[src/sv/md5_pkg.sv]
// ----------------------------------------------------------------------------
// md5_pkg
// Shared types, constants and round tables for the MD5 digest unit.
// ----------------------------------------------------------------------------
package md5_pkg;

   localparam int WordWidth = 32;
   localparam int BlockWords = 16;
   localparam int TotalWidth = 61;

   localparam logic [31:0] IvA = 32'h67452301;
   localparam logic [31:0] IvB = 32'hefcdab89;
   localparam logic [31:0] IvC = 32'h98badcfe;
   localparam logic [31:0] IvD = 32'h10325476;

   localparam logic [7:0] PadByte = 8'h80;
   localparam logic [5:0] LengthFill = 6'd56;

   // Controller states.
   typedef enum logic [2:0] {
      ST_IDLE,
      ST_ROUND,
      ST_FOLD,
      ST_PAD,
      ST_OUT
   } state_type;

   // Commands from controller to datapath.
   typedef struct packed {
      logic       put;        // write put_byte at the fill position
      logic [7:0] put_byte;
      logic       count;      // add one to the byte total
      logic       load_work;  // copy chain words into work words
      logic       round;      // run one round
      logic       fold;       // add work words into chain words
      logic       put_length; // write the bit length into words 14 and 15
      logic       rearm;      // restore the initial vector, clear counts
   } cmd_type;

   // Status from datapath to controller.
   typedef struct packed {
      logic [5:0] fill;
      logic [5:0] step;
   } status_type;

   function automatic logic [31:0] sine(input logic [5:0] n);
      logic [31:0] t [64];
      t = '{
         32'hd76aa478, 32'he8c7b756, 32'h242070db, 32'hc1bdceee,
         32'hf57c0faf, 32'h4787c62a, 32'ha8304613, 32'hfd469501,
         32'h698098d8, 32'h8b44f7af, 32'hffff5bb1, 32'h895cd7be,
         32'h6b901122, 32'hfd987193, 32'ha679438e, 32'h49b40821,
         32'hf61e2562, 32'hc040b340, 32'h265e5a51, 32'he9b6c7aa,
         32'hd62f105d, 32'h02441453, 32'hd8a1e681, 32'he7d3fbc8,
         32'h21e1cde6, 32'hc33707d6, 32'hf4d50d87, 32'h455a14ed,
         32'ha9e3e905, 32'hfcefa3f8, 32'h676f02d9, 32'h8d2a4c8a,
         32'hfffa3942, 32'h8771f681, 32'h6d9d6122, 32'hfde5380c,
         32'ha4beea44, 32'h4bdecfa9, 32'hf6bb4b60, 32'hbebfbc70,
         32'h289b7ec6, 32'heaa127fa, 32'hd4ef3085, 32'h04881d05,
         32'hd9d4d039, 32'he6db99e5, 32'h1fa27cf8, 32'hc4ac5665,
         32'hf4292244, 32'h432aff97, 32'hab9423a7, 32'hfc93a039,
         32'h655b59c3, 32'h8f0ccc92, 32'hffeff47d, 32'h85845dd1,
         32'h6fa87e4f, 32'hfe2ce6e0, 32'ha3014314, 32'h4e0811a1,
         32'hf7537e82, 32'hbd3af235, 32'h2ad7d2bb, 32'heb86d391};
      return t[n];
   endfunction

   // Rotate amount for a round.
   function automatic logic [4:0] shift(input logic [5:0] n);
      logic [4:0] s;
      case (n[5:4])
         2'd0: begin
            case (n[1:0])
               2'd0: s = 5'd7;
               2'd1: s = 5'd12;
               2'd2: s = 5'd17;
               default: s = 5'd22;
            endcase
         end
         2'd1: begin
            case (n[1:0])
               2'd0: s = 5'd5;
               2'd1: s = 5'd9;
               2'd2: s = 5'd14;
               default: s = 5'd20;
            endcase
         end
         2'd2: begin
            case (n[1:0])
               2'd0: s = 5'd4;
               2'd1: s = 5'd11;
               2'd2: s = 5'd16;
               default: s = 5'd23;
            endcase
         end
         default: begin
            case (n[1:0])
               2'd0: s = 5'd6;
               2'd1: s = 5'd10;
               2'd2: s = 5'd15;
               default: s = 5'd21;
            endcase
         end
      endcase
      return s;
   endfunction

   // Message word used by a round.
   function automatic logic [3:0] word_sel(input logic [5:0] n);
      logic [3:0] g;
      logic [7:0] p;
      p = '0;
      case (n[5:4])
         2'd0: g = n[3:0];
         2'd1: begin
            p = 8'({2'b0, n} * 8'd5 + 8'd1);
            g = p[3:0];
         end
         2'd2: begin
            p = 8'({2'b0, n} * 8'd3 + 8'd5);
            g = p[3:0];
         end
         default: begin
            p = 8'({2'b0, n} * 8'd7);
            g = p[3:0];
         end
      endcase
      return g;
   endfunction

endpackage

[src/sv/md5_datapath.sv]
// ----------------------------------------------------------------------------
// md5_datapath
// Block buffer, byte counter, round registers and chaining words.
// ----------------------------------------------------------------------------
module md5_datapath (
   input  logic                clock,
   input  logic                reset,
   input  md5_pkg::cmd_type    cmd,
   output md5_pkg::status_type status,
   output logic [31:0]         chain_a,
   output logic [31:0]         chain_b,
   output logic [31:0]         chain_c,
   output logic [31:0]         chain_d
);

   logic [31:0] block_ff [16];
   logic [31:0] a_ff, b_ff, c_ff, d_ff;
   logic [31:0] a_in, b_in, c_in, d_in;
   logic [31:0] ca_ff, cb_ff, cc_ff, cd_ff;
   logic [31:0] ca_in, cb_in, cc_in, cd_in;
   logic [md5_pkg::TotalWidth-1:0] total_ff, total_in;
   logic [5:0] fill_ff, fill_in, step_ff, step_in;
   logic [31:0] f, mix, rot, msg;
   logic [63:0] bits;
   logic [4:0] sh;

   assign bits = {total_ff, 3'b000};

   // One MD5 round on the work words.
   always_comb begin
      case (step_ff[5:4])
         2'd0: f = (b_ff & c_ff) | (~b_ff & d_ff);
         2'd1: f = (d_ff & b_ff) | (~d_ff & c_ff);
         2'd2: f = b_ff ^ c_ff ^ d_ff;
         default: f = c_ff ^ (b_ff | ~d_ff);
      endcase
      msg = block_ff[md5_pkg::word_sel(step_ff)];
      sh = md5_pkg::shift(step_ff);
      mix = a_ff + f + md5_pkg::sine(step_ff) + msg;
      rot = (mix << sh) | (mix >> (6'd32 - {1'b0, sh}));
   end

   // Next values of the datapath registers.
   always_comb begin
      a_in = a_ff; b_in = b_ff; c_in = c_ff; d_in = d_ff;
      ca_in = ca_ff; cb_in = cb_ff; cc_in = cc_ff; cd_in = cd_ff;
      total_in = total_ff;
      fill_in = fill_ff;
      step_in = step_ff;
      if (cmd.put || cmd.put_length) begin
         fill_in = cmd.put_length ? 6'd0 : fill_ff + 6'd1;
      end
      if (cmd.count) begin
         total_in = total_ff + 1'b1;
      end
      if (cmd.load_work) begin
         a_in = ca_ff; b_in = cb_ff; c_in = cc_ff; d_in = cd_ff;
         step_in = '0;
      end
      if (cmd.round) begin
         a_in = d_ff; d_in = c_ff; c_in = b_ff; b_in = b_ff + rot;
         step_in = step_ff + 6'd1;
      end
      if (cmd.fold) begin
         ca_in = ca_ff + a_ff; cb_in = cb_ff + b_ff;
         cc_in = cc_ff + c_ff; cd_in = cd_ff + d_ff;
      end
      if (cmd.rearm) begin
         ca_in = md5_pkg::IvA; cb_in = md5_pkg::IvB;
         cc_in = md5_pkg::IvC; cd_in = md5_pkg::IvD;
         total_in = '0;
         fill_in = '0;
      end
   end

   always_ff @(posedge clock) begin
      if (reset) begin
         a_ff <= '0; b_ff <= '0; c_ff <= '0; d_ff <= '0;
         ca_ff <= md5_pkg::IvA; cb_ff <= md5_pkg::IvB;
         cc_ff <= md5_pkg::IvC; cd_ff <= md5_pkg::IvD;
         total_ff <= '0;
         fill_ff <= '0;
         step_ff <= '0;
      end else begin
         a_ff <= a_in; b_ff <= b_in; c_ff <= c_in; d_ff <= d_in;
         ca_ff <= ca_in; cb_ff <= cb_in; cc_ff <= cc_in; cd_ff <= cd_in;
         total_ff <= total_in;
         fill_ff <= fill_in;
         step_ff <= step_in;
      end
   end

   // Block buffer; a word's first byte clears the rest of the word.
   always_ff @(posedge clock) begin
      if (cmd.put) begin
         case (fill_ff[1:0])
            2'd0: block_ff[fill_ff[5:2]] <= {24'd0, cmd.put_byte};
            2'd1: block_ff[fill_ff[5:2]][15:8] <= cmd.put_byte;
            2'd2: block_ff[fill_ff[5:2]][23:16] <= cmd.put_byte;
            default: block_ff[fill_ff[5:2]][31:24] <= cmd.put_byte;
         endcase
      end
      if (cmd.put_length) begin
         block_ff[14] <= bits[31:0];
         block_ff[15] <= bits[63:32];
      end
   end

   assign status.fill = fill_ff;
   assign status.step = step_ff;
   assign chain_a = ca_ff;
   assign chain_b = cb_ff;
   assign chain_c = cc_ff;
   assign chain_d = cd_ff;

endmodule

[src/sv/md5_control.sv]
// ----------------------------------------------------------------------------
// md5_control
// Sequencer: byte intake, compression rounds, padding and digest output.
// ----------------------------------------------------------------------------
module md5_control (
   input  logic                clock,
   input  logic                reset,
   input  logic                req_valid,
   output logic                req_ready,
   input  logic [7:0]          req_data_byte,
   input  logic                req_byte_valid,
   input  logic                req_last,
   output logic                rsp_valid,
   input  logic                rsp_ready,
   output logic [1:0]          out_index,
   output md5_pkg::cmd_type    cmd,
   input  md5_pkg::status_type status
);

   md5_pkg::state_type state_ff, state_in;
   logic pad_ff, pad_in;   // message ended; padding owed
   logic [1:0] idx_ff, idx_in;

   always_ff @(posedge clock) begin
      if (reset) begin
         state_ff <= md5_pkg::ST_IDLE;
         pad_ff <= 1'b0;
         idx_ff <= '0;
      end else begin
         state_ff <= state_in;
         pad_ff <= pad_in;
         idx_ff <= idx_in;
      end
   end

   // Next state and commands.
   always_comb begin
      state_in = state_ff;
      pad_in = pad_ff;
      idx_in = idx_ff;
      cmd = '0;
      req_ready = 1'b0;
      rsp_valid = 1'b0;
      case (state_ff)
         md5_pkg::ST_IDLE: begin
            req_ready = 1'b1;
            if (req_valid) begin
               cmd.put = req_byte_valid;
               cmd.put_byte = req_data_byte;
               cmd.count = req_byte_valid;
               pad_in = req_last;
               if (req_byte_valid && status.fill == 6'd63) begin
                  cmd.load_work = 1'b1;
                  state_in = md5_pkg::ST_ROUND;
               end else if (req_last) begin
                  state_in = md5_pkg::ST_PAD;
                  idx_in = 2'd0; // marks the pad byte as still owed
               end
            end
         end
         md5_pkg::ST_ROUND: begin
            cmd.round = 1'b1;
            if (status.step == 6'd63) begin
               state_in = md5_pkg::ST_FOLD;
            end
         end
         md5_pkg::ST_FOLD: begin
            cmd.fold = 1'b1;
            if (!pad_ff) begin
               state_in = md5_pkg::ST_IDLE;
            end else if (idx_ff == 2'd3) begin
               state_in = md5_pkg::ST_OUT;
               idx_in = 2'd0;
            end else begin
               state_in = md5_pkg::ST_PAD;
            end
         end
         md5_pkg::ST_PAD: begin
            // idx 0: put 0x80; idx 1: zero fill; then length and last block.
            if (idx_ff == 2'd0) begin
               cmd.put = 1'b1;
               cmd.put_byte = md5_pkg::PadByte;
               idx_in = 2'd1;
               if (status.fill == 6'd63) begin
                  cmd.load_work = 1'b1;
                  state_in = md5_pkg::ST_ROUND;
               end
            end else if (status.fill == md5_pkg::LengthFill) begin
               cmd.put_length = 1'b1;
               cmd.load_work = 1'b1;
               idx_in = 2'd3;
               state_in = md5_pkg::ST_ROUND;
            end else begin
               cmd.put = 1'b1;
               if (status.fill == 6'd63) begin
                  cmd.load_work = 1'b1;
                  state_in = md5_pkg::ST_ROUND;
               end
            end
         end
         md5_pkg::ST_OUT: begin
            rsp_valid = 1'b1;
            if (rsp_ready) begin
               idx_in = idx_ff + 2'd1;
               if (idx_ff == 2'd3) begin
                  cmd.rearm = 1'b1;
                  pad_in = 1'b0;
                  state_in = md5_pkg::ST_IDLE;
               end
            end
         end
         default: state_in = md5_pkg::ST_IDLE;
      endcase
   end

   assign out_index = idx_ff;

`ifndef NO_ASSERTIONS
   a_round_len: assert property (@(posedge clock) disable iff (reset)
      (state_ff == md5_pkg::ST_ROUND && status.step == 6'd63)
      |=> state_ff == md5_pkg::ST_FOLD)
      else $error("round count overran");
   a_out_only: assert property (@(posedge clock) disable iff (reset)
      rsp_valid |-> !req_ready)
      else $error("output while taking input");
   a_out_hold: assert property (@(posedge clock) disable iff (reset)
      (rsp_valid && !rsp_ready) |=> rsp_valid && $stable(idx_ff))
      else $error("digest word dropped");
`endif

endmodule

[src/sv/md5_message_digest_unit.sv]
// ----------------------------------------------------------------------------
// md5_message_digest_unit
// MD5 digest of a byte stream, four chaining words out per message.
// ----------------------------------------------------------------------------
// The 64th byte of a block starts one compression (one round per cycle in a
// single round unit), then a fold adds the work words into the chain words.
// The last request adds the padding, written one byte per cycle between
// compressions, and one or two compressions, then four digest words A to D go
// out. The unit takes one byte at a time, none while a block is compressed.
module md5_message_digest_unit (
   input  logic        clock,
   input  logic        reset,
   input  logic        req_valid,
   output logic        req_ready,
   input  logic [7:0]  req_data_byte,
   input  logic        req_byte_valid,
   input  logic        req_last,
   output logic        rsp_valid,
   input  logic        rsp_ready,
   output logic [31:0] rsp_digest_word,
   output logic [1:0]  rsp_word_index,
   output logic        rsp_digest_last
);

   md5_pkg::cmd_type cmd;
   md5_pkg::status_type status;
   logic [31:0] ca, cb, cc, cd;
   logic [1:0] idx;

   md5_control u_ctrl (
      .clock, .reset, .req_valid, .req_ready, .req_data_byte,
      .req_byte_valid, .req_last, .rsp_valid, .rsp_ready,
      .out_index(idx), .cmd, .status
   );

   md5_datapath u_dp (
      .clock, .reset, .cmd, .status,
      .chain_a(ca), .chain_b(cb), .chain_c(cc), .chain_d(cd)
   );

   // Select the chaining word being delivered.
   always_comb begin
      case (idx)
         2'd0: rsp_digest_word = ca;
         2'd1: rsp_digest_word = cb;
         2'd2: rsp_digest_word = cc;
         default: rsp_digest_word = cd;
      endcase
   end

   assign rsp_word_index = idx;
   assign rsp_digest_last = (idx == 2'd3);

endmodule
[config.mk]
export PLATFORM = sky130hd
export DESIGN_NAME = md5_message_digest_unit
export DESIGN_NICKNAME = d
export VERILOG_FILES = /design/src/sv/md5_pkg.sv /design/src/sv/md5_datapath.sv /design/src/sv/md5_control.sv /design/src/sv/md5_message_digest_unit.sv
export SDC_FILE = /design/constraint.sdc
export NUM_CORES = 2
export LEC_CHECK = 0
export BUFFER_PORTS_ARGS = -buffer_cell sky130_fd_sc_hd__buf_4
export CORE_MARGIN = 2
export CORE_UTILIZATION = 46
export DETAILED_ROUTE_END_ITERATION = 12
export PLACE_DENSITY = 0.72
export SLEW_MARGIN = 20
export SYNTH_ARGS = -nofsm -noshare
export SYNTH_HDL_FRONTEND = slang
export SYNTH_HIERARCHICAL = 1
export SYNTH_SLANG_ARGS = --single-unit
[constraint.sdc]
create_clock -name clock -period 13.2 [get_ports clock]
set_input_delay 2.64 -clock clock [delete_from_list [all_inputs] [get_ports clock]]
set_output_delay 2.64 -clock clock [all_outputs]
set_load 0.05 [all_outputs]
== Yosys cells after proc, flatten, opt, wreduce, memory -nomap -nowiden ==
Memories as Yosys holds them, arrays and structs flattened.
Cells that the tools add are included.

* $add $sub $neg: 15
* Multipliers: 3
* Magnitude comparators: 1
* Equality and inequality tests: 26
* Shifts and indexed selects: 2
* Muxes and demuxes: 87
* Bitwise gates (word level): 17
* Reductions and logical operators: 16

{| class="wikitable"
|+ Operators by type and width
! cell !! number
|-
| 32-bit 2-to-1 mux || 11
|-
| 32-bit adder || 8
|-
| 32-bit one-hot mux with 3 select lines || 2
|-
| 32-bit AND || 4
|-
| 32-bit OR || 4
|-
| 32-bit bitwise XOR || 3
|-
| 5-bit one-hot mux with 3 select lines || 5
|-
| 32-bit NOT || 2
|-
| 61-bit by 1-bit adder with 61-bit output (second input constant) || 1
|-
| 1-bit 2-to-1 mux || 34
|-
| 3-bit 2-to-1 mux || 11
|-
| 8-bit 2-to-1 mux || 4
|-
| 32-bit OR reduction || 1
|-
| 32-bit by 5-bit << shifter with 32-bit output || 1
|-
| 32-bit by 6-bit >> shifter with 32-bit output || 1
|-
| 6-bit equality test (second input constant) || 3
|-
| 6-bit 2-to-1 mux || 3
|-
| 9-bit one-hot mux with 2 select lines || 1
|-
| 2-bit 2-to-1 mux || 8
|-
| 3-bit one-hot mux with 5 select lines || 1
|-
| 6-bit by 1-bit adder with 6-bit output (second input constant) || 2
|-
| 6-bit by 3-bit multiplier with 4-bit output (second input constant) || 2
|-
| 2-bit != test (second input constant) || 6
|-
| 4-bit one-hot mux with 3 select lines || 1
|-
| 31 further kinds || 48
|}

* Flip-flop bits (word level): 335
* Bits in writable memories: 512
* Bits in read-only memories: 2048
* Memories: 2

{| class="wikitable"
|+ Memory list
! name !! depth !! bits a word !! read ports !! clocked after memory_dff !! write ports !! line !! text
|-
| (name not given) || 64 || 32 || 1 || 0 || 0 || md5_pkg.sv:65 || <nowiki>return t[n];</nowiki>
|-
| u_dp.block_ff || 16 || 32 || 1 || 0 || 2 || md5_datapath.sv:16 || <nowiki>logic [31:0] block_ff [16];</nowiki>
|}

== Logic depth before layout (Yosys ltp) ==
* Depth in word-level cells: 11
* Depth in mapped cells: 43
* Depth with buffers taken out: 40

== By module ==
The synthesis kept the hierarchy.

{| class="wikitable"
|+ By module, submodules not included
! module !! instances !! cells an instance !! area an instance (um^2) !! seq. area each (um^2)
|-
| md5_datapath || 1 || 5406 || 53099.7 || 21931.0
|-
| md5_message_digest_unit || 1 || 41 || 829.5 || 0.0
|-
| md5_control || 1 || 87 || 643.1 || 120.1
|}

== Worst setup path after synthesis ==
No wires, ideal clock.

* Kind: reg-to-reg
* Start point: register u_dp.step_ff[2]
* End point: register u_dp.b_ff[31]
* Setup time: 116 ps
* Arrival time: 10982 ps
* Path slack: 2102 ps
* Cell stages (with the launch flop): 41
* Path buffers: 5
* Cells stage by stage: dfxtp_1 > clkbuf_1 > inv_1 > clkbuf_1 > ha_1 > fa_1 > inv_1 > mux4_2 > clkbuf_1 > clkbuf_1 > buf_1 > mux2i_1 > a21oi_1 > fa_1 > inv_1 > fa_1 > inv_1 > ha_1 > (+5 left out) > a21oi_1 > o21ai_0 > xnor3_1 > nor3b_1 > o21ai_0 > o32ai_1 > a221o_1 > ha_1 > nor4_2 > nand2b_1 > o32ai_1 > a2bb2oi_1 > a21oi_1 > o31ai_1 > a21oi_1 > mux2_2 > or3_1 > o211a_1

* Longest elaborated chain between the ends: 10
* Elaborated cells on any way between the ends: 18
* Those cells by class: add/sub (5); mul (3); shift (2); mux (4); bitwise (2); memory (2)

{| class="wikitable"
|+ Ends and longest elaborated chain
! item !! line !! text
|-
| from (decl) || md5_datapath.sv:22 || <nowiki>logic [5:0] fill_ff, fill_in, step_ff, step_in;</nowiki>
|-
| from (signal assigned) || md5_datapath.sv:89 || <nowiki>step_ff <= step_in;</nowiki>
|-
| parallel branches: the longest is 5 deep, another holds memory 16 x 32 bit || -- ||
|-
| 32-bit adder * || md5_datapath.sv:39 || <nowiki>mix = a_ff + f + md5_pkg::sine(step_ff) + msg;</nowiki>
|-
| 32-bit by 6-bit >> shifter with 32-bit output or 32-bit by 5-bit << shifter with 32-bit output (tied branches) || md5_datapath.sv:40 || <nowiki>rot = (mix << sh) | (mix >> (6'd32 - {1'b0, sh}));</nowiki>
|-
| 32-bit OR * || md5_datapath.sv:40 ||
|-
| 32-bit adder * || md5_datapath.sv:61 || <nowiki>a_in = d_ff; d_in = c_ff; c_in = b_ff; b_in = b_ff + rot;</nowiki>
|-
| 32-bit 2-to-1 mux * || md5_datapath.sv:60 || <nowiki>if (cmd.round) begin</nowiki>
|-
| to (signal assigned) || md5_datapath.sv:85 || <nowiki>a_ff <= a_in; b_ff <= b_in; c_ff <= c_in; d_ff <= d_in;</nowiki>
|-
| to (decl) || md5_datapath.sv:17 || <nowiki>logic [31:0] a_ff, b_ff, c_ff, d_ff;</nowiki>
|}

Mark *: on every way between the ends. The select of a mux whose other input is x is not followed.
A chain may end at the register's enable or synchronous reset.

== Worst setup path in the final report ==
* Start point: register u_dp.step_ff[2]
* End point: register u_dp.b_ff[28]

Same word-level chain as after synthesis.

==> results.cfg <==
[grt]
grt_pass1_wl_um = 262000
grt_use_total = 0.2809
grt_pass1_vias = 42050
grt_antenna_before_repair = 1
grt-ovfl-total = 0
grt_max_degree = 105

[final_layout]
regArea_sq_um = 22070
fillCellCount = 10450
multi_input_area_sq_um = 30540
drive_gt1_frac = 0.1037
fin_nets = 5712
utilization = 0.5032
area_growth_pct = 8.738

[floorplan]
dieArea_sq_um = 121400
die_h_um = 348.4
initial_utilization = 0.4628
die_x_um = 348.4
ios = 51
rows = 126
core_sq_um = 117900

[sta]
period_share = 0.9234
fmaxAchievable_ghz = 0.08204
finalSetupTns_ns = 0
worst-slew-pin-transition_ns = 1.344
slew_violations = 0
finalClockSkew_ns = 0.06320
setup_viol = 0
maxSlewHeadroom = 0.09479
finalCriticalPeriod_ns = 12.19
holdWs_ns = 0.4905
final_hold_viol_count = 0
rsz0062_at_grt = false

[synth]
syn_nets = 5840
syn_area_sq_um = 54570
ys_warn_count = 6
yosysMostFrequentCell = nor2_1
yosysTopAreaCell = edfxtp_1
synth_ff_type = edfxtp_1
syn_avg_cell_area_sq_um = 9.861
synth_seq_area_share = 0.4041
synth-seq-cells = 847
synth_common_cells = nor2_1 (678), edfxtp_1 (509), a21oi_1 (462)
yosys.area.top_type_share = 0.2801
synthCells = 5534
synthTopCellsByArea = edfxtp_1 (28%), dfxtp_1 (12%), mux4_2 (7.2%)
synth_edf_count = 509
yosysUniqueCellTypes = 95
ys_async_sr_fraction = 0

[clocking]
clockRootBuffer = clkbuf_16
cts.sinks = 847
ctsHoldBuffers = 0
cts_tree = done
clock_latency_ns = 0.71
post_cts_resized = 0
postCtsSetupBuffers = 0
cts_made_buffers = 84
htreeDepth = 3
clk_pin_slew_worst_paths_ns = 0.06
cts_buffer_depth = 3

[critical_path]
critPathTopFamily = compound AO/OA/AOI/OAI gates
critPathKind = flip-flop to flip-flop
slowest_delay_ns = 0.93
crit_path_top_delay_cell = mux4_4
crit_buf_inv = 5
cp-start-kind = flip-flop
crit_fanout = 57
crit_top_cell = a21oi_1
r2r_setup_slack_ns = 1.01
cp.arrival_ns = 12.78
cp.required_ns = 13.79
cp-end-kind = flip-flop

[drt]
top_layer = met5
routed_wl_um = 175000
met3_length_um = 15590
wl_met2_um = 79340
wl_per_cell_um = 24.95
routed_via_density = 6.423
drt_iter0_drc = 5578
drcViolationCount = 0
met1Wirelength_um = 70590
vias = 45050
drt.antenna.violating_nets = 0
first_pass_iters = 6

[placed_design]
post-dp-hpwl_um = 124300
gp_congestion = 1.041
port-buffer-count = 50

[power]
p_leak_nw = 20.95
p_per_area_nw_per_um2 = 174.9
peakVddDrop_mv = 0.1085

[status]
status = completed

[min_path]
hp-class = flip-flop to flip-flop

[run]
drv_cap = 0
==> state kept, by name, summed over array words and instances, names as in the netlist, 32 cells and up <==
signal         flops
u_dp/chain_c      32
u_dp/total_ff     61
u_dp/chain_d      32
u_dp/c_ff         32
u_dp/block_ff    512
u_dp/chain_b      32
u_dp/chain_a      32
u_dp/d_ff         32
u_dp/a_ff         32
u_dp/b_ff         32
==> tightest hold or removal path, stage by stage (launching register included) <==
cell	delay (ns)
dfxtp_1	0.31
o21ai_0	0.07
a21oi_1	0.06
==> power by group <==
group	total (mW)	switching, mW	internal (mW)
logic	4.70	2.95	1.74
clock network	2.63	1.11	1.52
registers	3.05	0.169	2.88
==> final cells by class <==
cell class | count | share of cell area
Antenna cell | 1 | 0.00004217
Clock buffer | 110 | 0.03911
Clock inverter | 46 | 0.01238
Inverter | 185 | 0.01172
Multi-Input combinational cell | 4151 | 0.5147
Sequential cell | 847 | 0.3719
Tap cell | 1536 | 0.03239
Timing Repair Buffer | 137 | 0.01775
==> worst paths after layout <==
check | depth (start not counted) | from | end
max | 38 | u_dp/step_ff[2] | u_dp/b_ff[28]
max reg2reg | 38 | u_dp/step_ff[2] | u_dp/b_ff[28]
min | 2 | u_dp/block_ff[14][1] | u_dp/block_ff[14][1]
min reg2reg | 2 | u_dp/block_ff[14][1] | u_dp/block_ff[14][1]
==> logic make-up after synthesis <==
logic type,Yosys count,synth area share
buffers and inverters,536,0.03882
AOI/OAI and AO/OA,1536,0.1787
and+or+nand+nor,1616,0.1357
DFF,847,0.4041
muxes,453,0.1249
adders and majority gates,292,0.07685
xor gates and xnor gates,254,0.04102
==> layout by cell type, fill, tap and decap left out, types with 66 or more instances in the layout <==
cell type,count
a31oi_1,66
nand2_1,346
a21oi_1,460
nor2b_1,91
mux2i_1,244
dfxtp_1,332
clkbuf_16,84
edfxtp_1,509
o21ai_0,344
a21o_1,81
buf_4,135
nor3_1,93
xor2_1,98
inv_1,178
nor2_1,675
ha_1,219
xnor2_1,152
nand3_1,92
a211oi_1,164
fa_1,72
mux4_2,174
==> through the flow <==
stage	power, mW	instances	setup WS, ns	instance area (sq um)
detailed placement	7.646	6856	1.236	56260
floorplan	6.349	5534	2.102	54570
global route	10.87	7012	0.1532	59340
CTS	10.28	7012	1.170	59320
global placement	7.635	6856	1.394	56260
finish	10.38	7013	1.011	59340
==> routing by layer <==
layer  vias up  global-route usage
met5         -                   0
met4         2              0.1409
met3       437             0.04285
met2      2339              0.4408
met1     21990              0.3790
li1      20280                   -
(Power assumes the default switching activity.)
